File: config.mk
export PLATFORM = sky130hd
export DESIGN_NAME = elevator_order_logic_unit
export DESIGN_NICKNAME = d
export VERILOG_FILES = /design/src/rtl/eol_pkg.sv /design/src/rtl/elevator_order_logic_unit.sv /design/src/rtl/eol_order_table.sv
export SDC_FILE = /design/constraint.sdc
export NUM_CORES = 1
export LEC_CHECK = 0
export BUFFER_PORTS_ARGS = -buffer_cell sky130_fd_sc_hd__buf_4
export CAP_MARGIN = 10
export CORE_MARGIN = 2
export CORE_UTILIZATION = 39
export CTS_CLUSTER_DIAMETER = 150
export DETAILED_ROUTE_END_ITERATION = 7
export SLEW_MARGIN = 20
export SYNTH_ARGS = -nofsm -noshare
export SYNTH_HDL_FRONTEND = slang
export SYNTH_SLANG_ARGS = --single-unit
File: constraint.sdc
create_clock -name aclk -period 3.05 [get_ports aclk]
set_input_delay 0.1525 -clock aclk [delete_from_list [all_inputs] [get_ports aclk]]
set_output_delay 0.1525 -clock aclk [all_outputs]
set_load 0.01 [all_outputs]
File: src/rtl/eol_pkg.sv
// Shared constants and types of the elevator order logic.
`default_nettype none
package eol_pkg;

    localparam int FLOORS_DEF = 4;
    localparam int LAMP_W     = 12;
    localparam int LAMP_FLOORS = LAMP_W / 3;

    localparam logic [2:0] OP_ADD       = 3'd0;
    localparam logic [2:0] OP_REACHED   = 3'd1;
    localparam logic [2:0] OP_CLEAR     = 3'd2;
    localparam logic [2:0] OP_CHOOSE    = 3'd3;
    localparam logic [2:0] OP_CLEAR_ALL = 3'd4;

    localparam logic [1:0] BTN_UP   = 2'd0;
    localparam logic [1:0] BTN_DOWN = 2'd1;
    localparam logic [1:0] BTN_CAB  = 2'd2;

    localparam logic signed [1:0] DIR_DOWN = -2'sd1;
    localparam logic signed [1:0] DIR_STOP = 2'sd0;
    localparam logic signed [1:0] DIR_UP   = 2'sd1;

    localparam logic CLEAR_DIR_ONLY = 1'b0;

    typedef struct packed {
        logic       set_en;
        logic [1:0] set_btn;
        logic       clr_all;
        logic       drop_en;
        logic [2:0] drop_mask;
    } table_cmd_t;

endpackage
`default_nettype wire

File: src/rtl/elevator_order_logic_unit.sv
// Elevator order logic: order table, floor and direction under a scan sequencer.
// Each item runs EXEC, SCAN, APPLY, then DONE, which holds until the output is free.
// A new item is accepted only in IDLE, after the last one has left DONE; the
// one-floor-per-cycle scan collects orders above and below the current floor.
// A result waits in the output register while the next item is taken.
// Reset: order table empty, floor unknown, direction stop, clear_mode 0, no result.
`default_nettype none
module elevator_order_logic_unit
    import eol_pkg::*;
#(
    parameter int FLOORS = FLOORS_DEF,
    localparam int FLW = $clog2(FLOORS),
    localparam int CW  = $clog2(FLOORS + 1) + 2
) (
    input  wire logic               aclk,
    input  wire logic               aresetn,
    input  wire logic               cfg_wr_en,
    input  wire logic               cfg_wr_data,
    input  wire logic               s_valid,
    output logic                    s_ready,
    input  wire logic [2:0]         s_operation,
    input  wire logic [1:0]         s_floor_index,
    input  wire logic [1:0]         s_button_kind,
    input  wire logic               s_car_moving,
    output logic                    m_valid,
    input  wire logic               m_ready,
    output logic signed [1:0]       m_direction,
    output logic                    m_should_stop,
    output logic                    m_has_orders,
    output logic [LAMP_W-1:0]       m_order_lamps,
    output logic                    m_refused
);

    typedef enum logic [4:0] {
        S_IDLE  = 5'b00001,
        S_EXEC  = 5'b00010,
        S_SCAN  = 5'b00100,
        S_APPLY = 5'b01000,
        S_DONE  = 5'b10000
    } state_t;

    state_t state_reg, state_next;

    logic [2:0]        op_reg;
    logic [1:0]        fl_reg;
    logic [1:0]        btn_reg;
    logic              moving_reg;
    logic              refused_reg, refused_next;
    logic [FLW-1:0]    cur_reg, cur_next;
    logic              known_reg, known_next;
    logic signed [1:0] dir_reg, dir_next;
    logic              clear_mode_reg;
    logic [CW-1:0]     scan_cnt_reg, scan_cnt_next;
    logic              above_reg, above_next;
    logic              below_reg, below_next;
    logic              any_reg, any_next;

    logic              m_valid_reg;
    logic signed [1:0] m_dir_reg;
    logic              m_stop_reg;
    logic              m_orders_reg;
    logic [LAMP_W-1:0] m_lamps_reg;
    logic              m_refused_reg;

    table_cmd_t        cmd;
    logic [FLW-1:0]    wr_idx;
    logic [2:0]        scan_flags;
    logic [2:0]        cur_flags;
    logic [LAMP_W-1:0] lamps;

    logic [CW-1:0]     fl_ext;
    logic              fl_ok;
    logic [FLW-1:0]    fl_idx;
    logic [FLW-1:0]    top_idx;
    logic [FLW-1:0]    scan_idx;
    logic              scan_hit;
    logic              scan_last;
    logic              cur_nz;
    logic              stop_here;
    logic              out_free;

    assign fl_ext    = {{(CW-2){1'b0}}, fl_reg};
    assign fl_ok     = fl_ext < CW'(FLOORS);
    assign fl_idx    = fl_ext[FLW-1:0];
    assign top_idx   = FLW'(FLOORS - 1);
    assign scan_idx  = scan_cnt_reg[FLW-1:0];
    assign scan_hit  = scan_flags != 3'b000;
    assign scan_last = scan_cnt_reg == CW'(FLOORS - 1);
    assign cur_nz    = cur_flags != 3'b000;
    assign out_free  = !m_valid_reg || m_ready;
    assign s_ready   = state_reg == S_IDLE;

    eol_order_table #(
        .FLOORS(FLOORS)
    ) u_table (
        .aclk       (aclk),
        .aresetn    (aresetn),
        .cmd        (cmd),
        .wr_idx     (wr_idx),
        .scan_idx   (scan_idx),
        .cur_idx    (cur_reg),
        .scan_flags (scan_flags),
        .cur_flags  (cur_flags),
        .lamps      (lamps)
    );

    always_comb begin
        if (!known_reg) begin
            stop_here = 1'b0;
        end else if (dir_reg == DIR_DOWN) begin
            stop_here = cur_flags[BTN_DOWN] || cur_flags[BTN_CAB] ||
                        cur_reg == '0 || !below_reg;
        end else if (dir_reg == DIR_UP) begin
            stop_here = cur_flags[BTN_UP] || cur_flags[BTN_CAB] ||
                        cur_reg == top_idx || !above_reg;
        end else begin
            stop_here = cur_nz;
        end
    end

    always_comb begin
        state_next    = state_reg;
        refused_next  = refused_reg;
        cur_next      = cur_reg;
        known_next    = known_reg;
        dir_next      = dir_reg;
        scan_cnt_next = scan_cnt_reg;
        above_next    = above_reg;
        below_next    = below_reg;
        any_next      = any_reg;
        cmd           = '0;
        wr_idx        = cur_reg;
        case (state_reg)
            S_IDLE: begin
                if (s_valid) begin
                    state_next = S_EXEC;
                end
            end
            S_EXEC: begin
                refused_next  = 1'b0;
                scan_cnt_next = '0;
                above_next    = 1'b0;
                below_next    = 1'b0;
                any_next      = 1'b0;
                state_next    = S_SCAN;
                case (op_reg)
                    OP_ADD: begin
                        wr_idx = fl_idx;
                        if (!fl_ok || btn_reg > BTN_CAB ||
                            (btn_reg == BTN_UP && fl_idx == top_idx) ||
                            (btn_reg == BTN_DOWN && fl_idx == '0)) begin
                            refused_next = 1'b1;
                        end else begin
                            cmd.set_en  = 1'b1;
                            cmd.set_btn = btn_reg;
                        end
                    end
                    OP_REACHED: begin
                        if (!fl_ok) begin
                            refused_next = 1'b1;
                        end else begin
                            cur_next   = fl_idx;
                            known_next = 1'b1;
                        end
                    end
                    OP_CLEAR, OP_CHOOSE: begin
                        refused_next = moving_reg || !known_reg;
                    end
                    OP_CLEAR_ALL: begin
                        cmd.clr_all = 1'b1;
                    end
                    default: begin
                        refused_next = 1'b1;
                    end
                endcase
            end
            S_SCAN: begin
                if (scan_hit) begin
                    any_next = 1'b1;
                    if (scan_idx > cur_reg) begin
                        above_next = 1'b1;
                    end
                    if (scan_idx < cur_reg) begin
                        below_next = 1'b1;
                    end
                end
                scan_cnt_next = scan_cnt_reg + CW'(1);
                if (scan_last) begin
                    state_next = S_APPLY;
                end
            end
            S_APPLY: begin
                state_next = S_DONE;
                if (!refused_reg && op_reg == OP_CLEAR) begin
                    cmd.drop_en = 1'b1;
                    cmd.drop_mask[BTN_CAB] = 1'b1;
                    if (clear_mode_reg != CLEAR_DIR_ONLY || dir_reg == DIR_STOP) begin
                        cmd.drop_mask[BTN_UP]   = 1'b1;
                        cmd.drop_mask[BTN_DOWN] = 1'b1;
                    end else if (dir_reg == DIR_DOWN) begin
                        cmd.drop_mask[BTN_DOWN] = 1'b1;
                        cmd.drop_mask[BTN_UP]   = !below_reg;
                    end else begin
                        cmd.drop_mask[BTN_UP]   = 1'b1;
                        cmd.drop_mask[BTN_DOWN] = !above_reg;
                    end
                end else if (!refused_reg && op_reg == OP_CHOOSE) begin
                    if (!(above_reg || below_reg || cur_nz)) begin
                        dir_next = DIR_STOP;
                    end else if (dir_reg == DIR_DOWN) begin
                        dir_next = (below_reg && cur_reg != '0) ? DIR_DOWN : DIR_UP;
                    end else if (dir_reg == DIR_UP) begin
                        dir_next = (above_reg && cur_reg != top_idx) ? DIR_UP : DIR_DOWN;
                    end else if (above_reg) begin
                        dir_next = DIR_UP;
                    end else if (below_reg) begin
                        dir_next = DIR_DOWN;
                    end else begin
                        dir_next = DIR_STOP;
                    end
                end
            end
            S_DONE: begin
                if (out_free) begin
                    state_next = S_IDLE;
                end
            end
            default: begin
                state_next = S_IDLE;
            end
        endcase
    end

    always_ff @(posedge aclk) begin
        if (!aresetn) begin
            state_reg      <= S_IDLE;
            refused_reg    <= 1'b0;
            cur_reg        <= '0;
            known_reg      <= 1'b0;
            dir_reg        <= DIR_STOP;
            clear_mode_reg <= 1'b0;
            scan_cnt_reg   <= '0;
            above_reg      <= 1'b0;
            below_reg      <= 1'b0;
            any_reg        <= 1'b0;
            m_valid_reg    <= 1'b0;
        end else begin
            state_reg    <= state_next;
            refused_reg  <= refused_next;
            cur_reg      <= cur_next;
            known_reg    <= known_next;
            dir_reg      <= dir_next;
            scan_cnt_reg <= scan_cnt_next;
            above_reg    <= above_next;
            below_reg    <= below_next;
            any_reg      <= any_next;
            if (cfg_wr_en) begin
                clear_mode_reg <= cfg_wr_data;
            end
            if (state_reg == S_DONE && out_free) begin
                m_valid_reg <= 1'b1;
            end else if (m_ready) begin
                m_valid_reg <= 1'b0;
            end
        end
    end

    always_ff @(posedge aclk) begin
        if (s_valid && s_ready) begin
            op_reg     <= s_operation;
            fl_reg     <= s_floor_index;
            btn_reg    <= s_button_kind;
            moving_reg <= s_car_moving;
        end
        if (state_reg == S_DONE && out_free) begin
            m_dir_reg     <= dir_reg;
            m_stop_reg    <= stop_here;
            m_orders_reg  <= known_reg ? (above_reg || below_reg || cur_nz) : any_reg;
            m_lamps_reg   <= lamps;
            m_refused_reg <= refused_reg;
        end
    end

    assign m_valid       = m_valid_reg;
    assign m_direction   = m_dir_reg;
    assign m_should_stop = m_stop_reg;
    assign m_has_orders  = m_orders_reg;
    assign m_order_lamps = m_lamps_reg;
    assign m_refused     = m_refused_reg;

    a_accept_exec: assert property (@(posedge aclk) disable iff (!aresetn)
        s_valid && s_ready |=> state_reg == S_EXEC)
        else $error("accepted item did not start execution");

    a_done_loads: assert property (@(posedge aclk) disable iff (!aresetn)
        state_reg == S_DONE && out_free |=> m_valid && state_reg == S_IDLE)
        else $error("finished item not loaded into output register");

    a_scan_range: assert property (@(posedge aclk) disable iff (!aresetn)
        state_reg == S_SCAN |-> scan_cnt_reg < CW'(FLOORS))
        else $error("scan counter past last floor");

    a_unknown_no_stop: assert property (@(posedge aclk) disable iff (!aresetn)
        m_valid && !known_reg |-> !m_should_stop)
        else $error("stop reported while floor unknown");

    a_dir_legal: assert property (@(posedge aclk) disable iff (!aresetn)
        dir_reg == DIR_UP || dir_reg == DIR_DOWN || dir_reg == DIR_STOP)
        else $error("illegal travel direction");

endmodule
`default_nettype wire

File: src/rtl/eol_order_table.sv
// Order flag table: three flags per floor with set, drop and clear-all.
`default_nettype none
module eol_order_table
    import eol_pkg::*;
#(
    parameter int FLOORS = FLOORS_DEF,
    localparam int FLW = $clog2(FLOORS)
) (
    input  wire logic             aclk,
    input  wire logic             aresetn,
    input  wire table_cmd_t       cmd,
    input  wire logic [FLW-1:0]   wr_idx,
    input  wire logic [FLW-1:0]   scan_idx,
    input  wire logic [FLW-1:0]   cur_idx,
    output logic [2:0]            scan_flags,
    output logic [2:0]            cur_flags,
    output logic [LAMP_W-1:0]     lamps
);

    logic [2:0] flags_reg [FLOORS];

    always_ff @(posedge aclk) begin
        if (!aresetn) begin
            for (int f = 0; f < FLOORS; f++) begin
                flags_reg[f] <= 3'b000;
            end
        end else if (cmd.clr_all) begin
            for (int f = 0; f < FLOORS; f++) begin
                flags_reg[f] <= 3'b000;
            end
        end else if (cmd.set_en) begin
            flags_reg[wr_idx] <= flags_reg[wr_idx] | (3'b001 << cmd.set_btn);
        end else if (cmd.drop_en) begin
            flags_reg[wr_idx] <= flags_reg[wr_idx] & ~cmd.drop_mask;
        end
    end

    assign scan_flags = flags_reg[scan_idx];
    assign cur_flags  = flags_reg[cur_idx];

    always_comb begin
        lamps = '0;
        for (int f = 0; f < LAMP_FLOORS; f++) begin
            if (f < FLOORS) begin
                lamps[3*f +: 3] = flags_reg[f];
            end
        end
    end

endmodule
`default_nettype wire
==> results.cfg, run 1 <==
[yosys]
ys_warn_count = 0
ys_seq_elements = 62
netlist-cell-type-count = 52
synth_ff_type = edfxtp_1
synth_seq_area_share = 0.568
synth_fp_nets = 285
synth_area_leaders = edfxtp_1 (39%), dfxtp_1 (18%), nor2_1 (5.7%)
syn_inst = 268
async_reset_ff_frac = 0
netlist.top_cell.by_area = edfxtp_1
synth_edf_count = 37
syn_area_sq_um = 2840
avgSynthCellArea_sq_um = 10.6
synth_top_cell_area_share = 0.391

[hold_path]
holdPathStages = 2
hp-class = input port to flip-flop
min_from = aresetn

[floorplan]
initial_core_util = 0.398
core_sq_um = 7140
die_h_um = 89.3
pin_count = 33
die_w_um = 89.3
row_count = 31
die_area_sq_um = 7980

[global_route]
grt_pass1_vias = 1985
grt_overflow = 0
grt_start_max_net_pins = 18
grt_pass1_wl_um = 10100
grt_use_total = 0.170
antenna_found_initial = 0

[worst_setup_path]
worstRegToRegCells = 6
cpMaxStageDelayCell = or4b_1
cp.required_ps = 3130
r2r_start = op_reg[1]
worstSetupStartpointType = flip-flop
crit_start = op_reg[1]
path_cells = or4b_1 -> o21ai_2 -> nand2_1 -> and3_1 -> o31ai_4 -> nor2_1
end_kind = flip-flop
slowest_delay_ps = 630
crit_arrival_ps = 2450
crit_type = flip-flop to flip-flop
path_max_fanout = 8

[placed_design]
hpwl_um = 4550
place.gp.congestion = 0.839
dp.cells = 396
portBuffers = 32
pre_cts_ws_ps = 757

[timing]
clock.fmax_mhz = 422
rsz0062_at_grt = no
period_minus_slack_ps = 2370
worstMarginPinSlew_ps = 529
setup_tns_ps = 0
finClkSkew_ps = 6.07
hold_viol_final = 0
min_period_over_period = 0.776
slew_viol_final = 0
worst_slack_ps = 683
max_slew_margin = 0.647
setup_violations = 0

[drt]
viasPerCell = 5.26
drcViolationCount = 0
drtIter0Drc = 201
ant_nets = 0
wl_um = 6240
vias = 2209
drtPass1Iterations = 5
wl_per_cell_um = 14.9

[clock_tree]
cts_buffers = 9
cts.reportedPaths.clkPinSlew_ps = 70
cts_resized = 0
cts_setup_buffers = 0
cts_root_buffer = clkbuf_8
cts_buffer_depth = 2
hold_buffers = 8
cts_tree = yes
htreeDepth = 3
numClockSinks = 62
clock_latency_ps = 340

[layout]
post_layout_nonfiller_instances = 420
drive_gt1_frac = 0.196
nFillCells = 701
antenna_cells = 0
area_growth_pct = 24.0
final_nets = 333
post-route-util = 0.493

[pwr]
p_total_mw = 1.93
vdd_drop_max_mv = 0.229
leakagePower_nw = 1.29
powerDensity_nw_per_um2 = 549

[outcome]
outcome = finished, final reports clean

[flow_run]
drv_cap = 0
-- cells by family after synthesis --
logic type / after synthesis / synth area share
simple gates: 115 / 0.208
mux: 6 / 0.0344
fa+ha+maj: 3 / 0.0132
flops: 62 / 0.568
compound gates: 61 / 0.142
xor+xnor: 4 / 0.0123
buf+inv: 17 / 0.0225
-- synthesized netlist by cell type (all sizes together), types with 4 or more instances --
library cell	count
nand4	4
inv	13
dfxtp	25
edfxtp	37
nand2b	5
nand3	11
nor2	43
or3	5
clkbuf	4
a21oi	25
nor3	8
nand2	19
o21ai	8
-- area by class of cell --
class / count / area [sq um] / share of cell area
Multi-Input combinational cell: 189 / 1160 / 0.330
Clock buffer: 9 / 124 / 0.0352
Inverter: 13 / 48.8 / 0.0139
Sequential cell: 62 / 1610 / 0.458
Tap cell: 99 / 124 / 0.0352
Clock inverter: 7 / 121 / 0.0345
Timing Repair Buffer: 41 / 328 / 0.0931
-- critical path, delay by kind of cell, from the launching register on --
| family | cells | cell delay [ps] |
|---|---|---|
| simple gates | 4 | 1070 |
| flops | 1 | 490 |
| compound gates | 2 | 550 |
-- worst paths after layout --
path,to,slack (ps)
worst max-delay path,u_table.flags_reg[0][2],680
worst min register to register,scan_cnt_reg[3],490
worst max register to register,u_table.flags_reg[0][2],680
worst min-delay path,state_reg[0],40
-- cell usage in the layout (no fill, tap or decap), drive strengths merged, types with 3 or more instances in the layout --
cell         instances
nor4                 3
dfxtp               25
mux4                 3
a31oi                3
bufinv               3
buf                 33
edfxtp              37
a211oi               3
ha                   3
dlygate4sd3          8
nand2               19
or3                  5
o21bai               3
a21oi               25
clkbuf               9
nor3                 8
nand4                4
clkinvlp             3
o21ai                8
nand3               11
nor2b                3
xor2                 3
mux2i                3
nor2                43
nand2b               5
inv                 14
o31ai                3
-- metal layers --
metal	GRT usage	wire (um)	vias up
met2	0.261	2950	74
met4	0.0651	89	0
met1	0.229	2840	1027
met5	0	0	-
met3	0.0471	362	7
li1	-	-	1101
-- power by group --
group | total (mW) | internal [mW] | switching (mW)
registers | 0.938 | 0.908 | 0.0301
clock network | 0.879 | 0.545 | 0.334
logic | 0.116 | 0.0544 | 0.0617
-- through the flow --
stage | hold WS [ps] | cell area [sq um]
finish | 38.6 | 3520
global route | 32.7 | 3520
CTS | 26.8 | 3520
detailed placement | 333 | 3200
global placement | 331 | 3200
floorplan | 231 | 2840
(Power assumes the default switching activity.)
==> inputs of run 2 (changes only) <==
Settings changed: ABC_AREA set to 1.
Clock period 3.05 ns to 2.28 ns, I/O delays scaled along.
==> results.cfg, run 2 <==
[yosys]
syn_area_sq_um = 2850
synth_ff_type = edfxtp_1
synth_seq_area_share = 0.566
synth_area_leaders = edfxtp_1 (39%), dfxtp_1 (18%), nand2_1 (7.4%)
async_reset_ff_frac = 0
synth_fp_nets = 334
synth.most_common_cell = nand2_1
netlist.top_cell.by_area = edfxtp_1
syn_inst = 317
synth_top_cell_area_share = 0.390
ys_seq_elements = 62
synth_edf_count = 37
ys_warn_count = 0
ys_top_cells_by_count = nand2_1 (56), inv_1 (41), edfxtp_1 (37)
netlist-cell-type-count = 29
avgSynthCellArea_sq_um = 8.98

[placed_design]
dp.cells = 450
pre_cts_ws_ps = 443
place.gp.congestion = 0.892
hpwl_um = 4490
place_area_sq_um = 3230
portBuffers = 32

[clock_tree]
htreeDepth = 3
hold_buffers = 9
numClockSinks = 62
cts_buffers = 9
cts_setup_buffers = 0
cts_resized = 0
cts_tree = yes
cts.reportedPaths.clkPinSlew_ps = 70
cts_root_buffer = clkbuf_8
clock_latency_ps = 340
cts_buffer_depth = 2

[layout]
multiInputGateArea_sq_um = 1060
post_layout_nonfiller_instances = 475
final_cell_mix = nand2_1 (56), inv_1 (41), edfxtp_1 (37)
post-route-util = 0.488
nFillCells = 682
drive_gt1_frac = 0.176
area_growth_pct = 22.8
final_nets = 388
antenna_cells = 0
seq_area_sq_um = 1610
design_area_sq_um = 3500
final_common_cell = nand2_1

[drt]
drtPass1Iterations = 4
viasPerCell = 4.88
wl_per_cell_um = 12.7
vias = 2316
ant_nets = 0
drtIter0Drc = 121
wl_um = 6020
drcViolationCount = 0

[timing]
setup_tns_ps = 0
slew_viol_final = 0
worst_slack_ps = 415
finClkSkew_ps = 7.70
worstMarginPinSlew_ps = 625
period_minus_slack_ps = 1860
hold_viol_final = 0
setup_violations = 0
min_period_over_period = 0.818
rsz0062_at_grt = no
fin_hold_ws_ps = 21.9
max_slew_margin = 0.578
clock.fmax_mhz = 536

[worst_setup_path]
path_cells = nor2_1 -> nand4_1 -> inv_1 -> nand3_1 -> nand2_1 -> nand3_1 -> nand2_1
end_kind = flip-flop
worstRegToRegCells = 7
cp.required_ps = 2330
worstSetupStartpointType = flip-flop
slowest_delay_ps = 330
r2r_start = state_reg[1]
crit_type = flip-flop to flip-flop
crit_arrival_ps = 1910
path_max_fanout = 4
crit_start = state_reg[1]
cpMaxStageDelayCell = dfxtp_1

[global_route]
grt_start_max_net_pins = 18
grt_use_total = 0.165
grt_pass1_vias = 2094
antenna_found_initial = 0
grt_overflow = 0
grt_pass1_wl_um = 9830

[floorplan]
initial_core_util = 0.397
core_sq_um = 7180
pin_count = 33
row_count = 31
die_area_sq_um = 8000
die_h_um = 89.5
die_w_um = 89.5

[outcome]
outcome = finished, final reports clean

[pwr]
swShare = 0.228
power.internal_mw = 1.78
clkPwrFrac = 0.393
vdd_drop_max_mv = 0.280
powerDensity_nw_per_um2 = 658
p_total_mw = 2.30
leakagePower_nw = 1.45
power.switching_mw = 0.526
power_frac_comb = 0.066
pwr-share-seq = 0.540

[flow_run]
drv_cap = 0

[hold_path]
hp-class = input port to flip-flop
min_from = cfg_wr_data
holdPathStages = 3
run 2: layout make-up:
cell class	count	share of cell area
clock buffers	11	0.0376
clock inverters	5	0.0143
inverters	43	0.0461
multi-input cells	210	0.303
flip-flops and latches	62	0.461
well taps	99	0.0354
repair buffers	45	0.103
run 2: critical path: cells and delay by family, from the launching register on:
kind          cells  cell delay, ps
simple gates      6            1130
flops             1             330
buf+inv           1             120
run 2: final timing paths:
path / to / slack (ps)
min: clear_mode_reg / 20
max reg2reg: u_table.flags_reg[1][1] / 420
min reg2reg: scan_cnt_reg[4] / 480
max: u_table.flags_reg[1][1] / 420
run 2: power by group through the flow:
stage | clock network (mW) | logic [mW] | registers [mW]
after floorplan | 0 | 0.0943 | 1.26
after global placement | 0 | 0.139 | 1.27
after detailed placement | 0 | 0.141 | 1.27
after CTS | 0.921 | 0.153 | 1.24
after global routing | 0.979 | 0.173 | 1.25
final | 0.906 | 0.153 | 1.24
run 2: logic make-up (layout without fill, tap and decap cells):
logic type	after synthesis	count (layout)	share of synthesized area
simple gates	149	149	0.246
flops	62	62	0.566
compound gates	58	58	0.113
buf+inv	45	104	0.0620
fa+ha+maj	3	3	0.0132
run 2: routing by layer:
metal	vias up	wire, um	share of wire	track usage
li1	1193	-	-	-
met1	1049	2870	0.48	0.221
met2	65	2690	0.45	0.253
met3	9	337	0.056	0.0416
met4	0	116	0.019	0.0733
met5	-	0	0	0
==> inputs of run 3 (changes only) <==
Clock period 2.28 ns to 1.69 ns, I/O delays scaled along.
==> results.cfg, run 3 (synthesis results as in run 2) <==
[drt]
drcViolationCount = 0
ant_nets = 0
routed.top_layer = met4
drtPass1Iterations = 4
wl_met1_um = 3040
wl_met3_um = 295
wl_met2_um = 3150
wl_per_cell_um = 13.1
wl_um = 6600
drtIter0Drc = 119
vias = 2462
viasPerCell = 4.89

[timing]
rsz0062_at_grt = yes
setup_violations = 2
clock.fmax_mhz = 586
finClkSkew_ps = 6.63
worst_slack_ps = -15.5
min_period_over_period = 1.01
fin_hold_ws_ps = 45.2
max_slew_margin = 0.585
setup_tns_ps = -24.6
period_minus_slack_ps = 1710
slew_viol_final = 0
worstMarginPinSlew_ps = 615
hold_viol_final = 0

[pwr]
clkPwrFrac = 0.409
p_total_mw = 3.32
power_frac_comb = 0.087
power.internal_mw = 2.59
swShare = 0.220
leakagePower_nw = 1.62
vdd_drop_max_mv = 0.643
powerDensity_nw_per_um2 = 853
power.switching_mw = 0.732
pwr-share-seq = 0.504

[outcome]
violations = negative setup slack
outcome = finished with violations

[layout]
final_nets = 416
area_growth_pct = 36.8
multiInputGateArea_sq_um = 1180
drive_gt1_frac = 0.290
post_layout_nonfiller_instances = 503
nFillCells = 628
final_common_cell = buf_4
final_cell_mix = buf_4 (58), nand2_1 (47), inv_1 (41)
antenna_cells = 0
seq_area_sq_um = 1610

[clock_tree]
cts_tree = yes
clock_latency_ps = 340
cts.reportedPaths.clkPinSlew_ps = 70
cts_root_buffer = clkbuf_8
numClockSinks = 62
htreeDepth = 3
cts_buffer_depth = 2
cts_buffers = 9

[worst_setup_path]
path_max_fanout = 7
crit_arrival_ps = 1790
end_kind = flip-flop
worstSetupStartpointType = flip-flop
crit_type = flip-flop to flip-flop
cp.required_ps = 1770
r2r_slack_ps = -20

[global_route]
grt_use_total = 0.177
grt_start_max_net_pins = 18
grt_pass1_wl_um = 10600
grt_pass1_vias = 2288
antenna_found_initial = 0
grt_overflow = 0

[floorplan]
row_count = 31
pin_count = 33
die_area_sq_um = 8000
die_h_um = 89.5
initial_core_util = 0.397
die_w_um = 89.5
core_sq_um = 7180

[placed_design]
hpwl_um = 4740
place.gp.congestion = 0.882
dp.cells = 470
portBuffers = 32

[flow_run]
drv_cap = 0

[hold_path]
hp-class = input port to flip-flop
## run 3: changes by cell type in the layout (fill, tap and decap cells not counted), sizes merged
cell / before / now
buf: 36 / 63
clkbuf: 11 / 10
dlygate4sd3: 9 / 10
bufinv: 1 / 2
## run 3: worst paths after layout
path | to | start | cells after the start
worst max-delay path | u_table.flags_reg[3][0] | state_reg[2] | 11
worst min-delay path | state_reg[1] | s_valid | 3
worst max register to register | u_table.flags_reg[3][0] | state_reg[2] | 11
worst min register to register | scan_cnt_reg[4] | scan_cnt_reg[4] | 2
## run 3: stage by stage
stage | util | cell area, sq um | worst slack, ps
6_report | 0.543 | 3890 | -15.5
5_1_grt | 0.543 | 3890 | -134
4_1_cts | 0.522 | 3740 | 4.49
3_5_place_dp | 0.475 | 3410 | -23.6
3_3_place_gp | 0.475 | 3410 | 0.947
2_1_floorplan | - | 2850 | 0.114
## run 3: area by class of cell
type / count / area share
repair buffers: 73 / 0.156
clock inverters: 6 / 0.0196
well taps: 99 / 0.0318
multi-input cells: 210 / 0.304
inverters: 43 / 0.0414
flip-flops and latches: 62 / 0.414
clock buffers: 10 / 0.0328
## run 3: repair_timing
item | in CTS | in global routing
setup endpoints to repair | 11 | 37
hold endpoints to repair | 9 | 0
hold buffers | 10 | 0
setup buffers | 2 | 5
gates resized for setup | 5 | 29
pin swaps | 1 | 18
## run 3: worst max-delay path: stages (launching register included)
cell and delay (ps):
dfxtp_1 350, nor2_4 120, nand2_2 80, nor2_4 130
buf_6 130, nand3_4 140, nand3_1 120, nand2_1 60
nand2_1 50, nand2_1 60, nand2_2 120, a21oi_1 90
## run 3: layer usage
| metal | track usage | up-vias |
|---|---|---|
| met5 | 0 | - |
| met4 | 0.0692 | 0 |
| met3 | 0.0443 | 10 |
| met2 | 0.281 | 64 |
| met1 | 0.232 | 1135 |
| li1 | - | 1253 |
## run 3: power groups by stage
stage | clock (mW) | sequential [mW] | combinational (mW)
4_1_cts | 1.39 | 1.67 | 0.270
3_3_place_gp | 0 | 1.71 | 0.241
5_1_grt | 1.47 | 1.68 | 0.318
6_report | 1.36 | 1.67 | 0.290
2_1_floorplan | 0 | 1.70 | 0.129
3_5_place_dp | 0 | 1.71 | 0.242
